--- config.mk ---
export PLATFORM = sky130hd
export DESIGN_NAME = ffsa_ram
export DESIGN_NICKNAME = d
export VERILOG_FILES = /design/src/design/ffsa_ram.sv
export SDC_FILE = /design/constraint.sdc
export NUM_CORES = 1
export LEC_CHECK = 0
export ABC_AREA = 1
export BUFFER_PORTS_ARGS = -buffer_cell sky130_fd_sc_hd__buf_2
export CORE_MARGIN = 3
export CORE_UTILIZATION = 50
export DETAILED_ROUTE_END_ITERATION = 6
export PLACE_DENSITY = 0.63
export RECOVER_POWER = 50
export SYNTH_ARGS = -nofsm -noshare
export SYNTH_HDL_FRONTEND = slang
export SYNTH_SLANG_ARGS = --single-unit
--- constraint.sdc ---
create_clock -name aclk -period 1.4 [get_ports aclk]
set_input_delay 0.28 -clock aclk [delete_from_list [all_inputs] [get_ports aclk]]
set_output_delay 0.28 -clock aclk [all_outputs]
set_load 0.02 [all_outputs]
--- src/design/ffsa_ram.sv ---
// Generic single-write, single-read RAM with registered read data.
module ffsa_ram #(
    parameter int WIDTH = 8,
    parameter int DEPTH = 16
) (
    input  logic                     aclk,
    input  logic                     we,
    input  logic [$clog2(DEPTH)-1:0] waddr,
    input  logic [WIDTH-1:0]         wdata,
    input  logic [$clog2(DEPTH)-1:0] raddr,
    output logic [WIDTH-1:0]         rdata
);

    logic [WIDTH-1:0] mem [DEPTH];

    always_ff @(posedge aclk) begin
        if (we) begin
            mem[waddr] <= wdata;
        end
        rdata <= mem[raddr];
    end

endmodule

# Word-level counts from Yosys, hierarchy flattened
# Memories as Yosys holds them, arrays and structs flattened. A register that Yosys moved wholly into a read port is not among the register bits.
# Cells that the tools add are included.
# totals
in_bits,18
regBits,0
out_inout_bits,8
memories,1
ram_bits,128
wordCells,3
# mem_list
memory,words,width,rd,rd_ports_with_merged_regs,write_ports,line_no,source
mem,16,8,1,1,1,14,logic [WIDTH-1:0] mem [DEPTH];
# classes
muxes,2
# op_table
op,count
$mux W1,2

# Depth between registers and ports, before layout
# logic_depth
depth_word,2
mapped_depth,8
depth_no_buf,7

# Least setup slack after synthesis
# OpenSTA, ideal clock, no wires.
# synth_timing
path_type,input to register
from,input waddr[2]
to,"memory mem[10][0], enable pin"
cell_stages,2
setup_ps,370
arrival_time_ps,861
t_required_ps,1030
setup_slack_ps,169
n_path_buf,0
path_cell_list,nand3b_1 -> nor2_1
# synth_lines
element,line_no,source
"start, declared",8,"input logic [$clog2(DEPTH)-1:0] waddr,"
"end, declared",14,
# Straight into the memory's write port.

# Worst setup path in the final report
# layout_timing
from,"register rdata[5], read port of mem"
to,output rdata[5]
# layout_lines
element,line_no,source
"start, declared",11,output logic [WIDTH-1:0] rdata
# No word-level cell between the ends.

==> flow_metrics.py <==
metrics = {
    "timing": {
        "period_share": 0.8678,
        "fin_ws_ps": 185.1,
        "setup_viol": 0,
        "hold_slack_ps": 235.0,
        "slew_violations": 0,
        "fin_skew_ps": 5.330,
        "fmax_mhz": 823.1,
        "rsz0062_at_grt": "no",
        "worst_slew_pin_slew_ps": 816.5,
        "tns_ps": 0,
        "max-slew-margin-rel": 0.4557,
        "fin_crit_ps": 1215,
        "hold_violations": 0,
    },
    "clock_tree": {
        "cts_buffers": 17,
        "clk_pin_slew_worst_paths_ps": 50,
        "cts_tree": "built",
        "cts-hold-fix-buffers": 0,
        "ctsLongestPathBuffers": 2,
        "cts.sinks": 136,
        "cts-htree-levels": 4,
        "root_buffer": "clkbuf_16",
        "cts_resized": 0,
        "postCtsSetupBuffers": 0,
        "clock_latency_ps": 420,
    },
    "setup_path": {
        "end_kind": "output pin",
        "path_cells": "buf_2",
        "crit_buf_inv": 1,
        "critPathTopFamily": "flip-flops",
        "reg2reg_setup_slack_ps": 370,
        "critical_path.slowest_cell": "dfxtp_1",
        "max_stage_delay_ps": 340,
        "path_depth": 1,
        "criticalPathCategory": "reg -> out",
        "cp.arrival_ps": 930,
        "worst_r2r_path_depth": 6,
        "cp-start-kind": "flip-flop",
        "r2r-end": "rdata[3]",
        "r2r-start": "mem[1][3]",
        "cp.required_ps": 1120,
        "cp_max_fo": 1,
    },
    "global_routing": {
        "grt_pass1_wl_mm": 19.43,
        "grt_max_degree": 45,
        "grt_overflow": 0,
        "track_usage": 0.2077,
        "antenna_found_initial": 0,
        "grt_pass1_vias": 3654,
    },
    "route": {
        "drc": 0,
        "drtPass1Iterations": 5,
        "vias": 3735,
        "wl_per_cell_um": 16.58,
        "totalWireLength_mm": 12.42,
        "postRouteAntennaNets": 0,
        "drt_iter0_drc": 227,
        "viasPerCell": 4.987,
    },
    "die": {
        "dieHeight_um": 113.4,
        "placementRows": 38,
        "fp.dieW_um": 113.4,
        "coreArea_mm2": 0.01103,
        "initial_utilization": 0.5228,
        "top_level_ports": 26,
        "dieArea_mm2": 0.01286,
    },
    "yosys": {
        "synthMuxAreaShare": 0,
        "ys_ff_latch": 136,
        "syn_avg_cell_area_um2": 10.47,
        "synth_warnings": 0,
        "synth-simple-area-share": 0.2105,
        "synth_top_family_by_area": "simple AND/OR/NAND/NOR gates",
        "netlist_instances": 551,
        "synth_fa_ha_area_frac": 0,
        "syn-num-nets": 569,
        "synth_compound_area_frac": 0,
        "synth_area_mm2": 0.005767,
        "synth_cell_types": 12,
        "synthXorXnorAreaFrac": 0,
        "ys_seq_area_frac": 0.6943,
    },
    "placed_design": {
        "io_buffers": 25,
        "hpwl_mm": 7.485,
        "post-place-ws_ps": 47.80,
        "dp_cells": 717,
        "gp_congestion": 0.8016,
    },
    "job": {
        "maxCapViolCount": 0,
    },
    "power_and_ir_drop": {
        "p_per_area_mw_per_mm2": 1411,
        "leakagePower_nw": 2.921,
        "ir_drop_mv": 1.086,
    },
    "final_layout": {
        "fin_util": 0.6090,
        "fin_cells": 749,
        "areaGrowthSynthToFinish_pct": 16.49,
        "num-nets-final": 614,
        "num_antenna_cells": 0,
        "drive_above_1_share": 0.1100,
    },
    "min_path": {
        "hp-start": "raddr[3]",
        "hold_end": "rdata[6]",
        "min_path_type": "in -> reg",
        "hold-path-cell-count": 3,
    },
    "outcome": {
        "outcome": "finished, final reports clean",
    },
}
==> cells in the final DEF, fill, tap and decap left out <==
cell type,netlist,layout
buf_12,0,6
buf_2,13,16
buf_4,4,18
bufinv_16,0,3
clkbuf_1,0,13
clkbuf_16,0,17
clkinv_1,0,4
clkinv_2,0,4
clkinvlp_4,0,1
dfxtp_1,8,8
edfxtp_1,128,128
inv_1,100,100
inv_2,2,2
nand2_1,173,173
nand3_1,97,97
nand3b_1,2,2
nor2_1,17,17
==> stage by stage <==
| stage | area (um^2) | power (mW) |
|---|---|---|
| detailed placement | 6163 | 5.269 |
| floorplan | 5767 | 5.013 |
| finish | 6718 | 9.480 |
| global placement | 6163 | 5.259 |
| global route | 6718 | 9.793 |
| CTS | 6733 | 9.537 |
==> synthesized netlist by cell type <==
| library cell | instances | share of area |
|---|---|---|
| buf_2 | 13 | 0.011 |
| buf_6 | 6 | 0.012 |
| nor2_1 | 17 | 0.011 |
| nand3_1 | 97 | 0.084 |
| buf_4 | 4 | 0.0052 |
| dfxtp_1 | 8 | 0.028 |
| buf_1 | 1 | 0.00065 |
| nand2_1 | 173 | 0.11 |
| edfxtp_1 | 128 | 0.67 |
| inv_1 | 100 | 0.065 |
| nand3b_1 | 2 | 0.0026 |
| inv_2 | 2 | 0.0013 |
==> cell type report <==
class / instances / area [um^2]
tap: 140 / 175.2
clock inverter: 12 / 132.6
timing repair buffer: 50 / 372.9
inverter: 102 / 382.9
multi-input combinational: 289 / 1214
fill: 931 / 4313
clock buffer: 20 / 436.7
sequential: 136 / 4004
==> routing by layer <==
metal / up-vias / routed length [um] / global-route usage
met5: - / 0 / 0
met4: 0 / 241 / 0.08173
met3: 22 / 676 / 0.05146
met2: 103 / 6162 / 0.3397
met1: 1747 / 5340 / 0.2688
li1: 1863 / - / -
==> logic make-up (layout without fill, tap and decap cells) <==
logic type             after synthesis  in the layout
and+or+nand+nor                    289            289
buffers and inverters              126            184
DFF                                136            136
==> worst reg2reg max path, stage by stage (launching register included) <==
cell and delay [ps]:
edfxtp_1 360, inv_1 70, nand2_1 50, nand3_1 80, nand3_1 120, nand3_1 170
nand2_1 70
==> power by group <==
part / internal [mW] / switching [mW] / total, mW
Clock: 2.75 / 1.55 / 4.30
Combinational: 0.185 / 0.413 / 0.598
Sequential: 4.56 / 0.0254 / 4.58
Total: 7.49 / 1.98 / 9.48
==> flip-flops by register name, indices dropped and copies added (netlist names) <==
signal and flops:
rdata 8, mem 128
==> how the worst max path moves through the flow <==
stage,from,end
after detailed placement,raddr[0],rdata[5]
final,rdata[5],rdata[5]
after CTS,rdata[5],rdata[5]
after global routing,rdata[5],rdata[5]
after floorplan,waddr[2],mem[10][0]
after global placement,raddr[0],rdata[2]
Power figures use the tool's default switching activity.
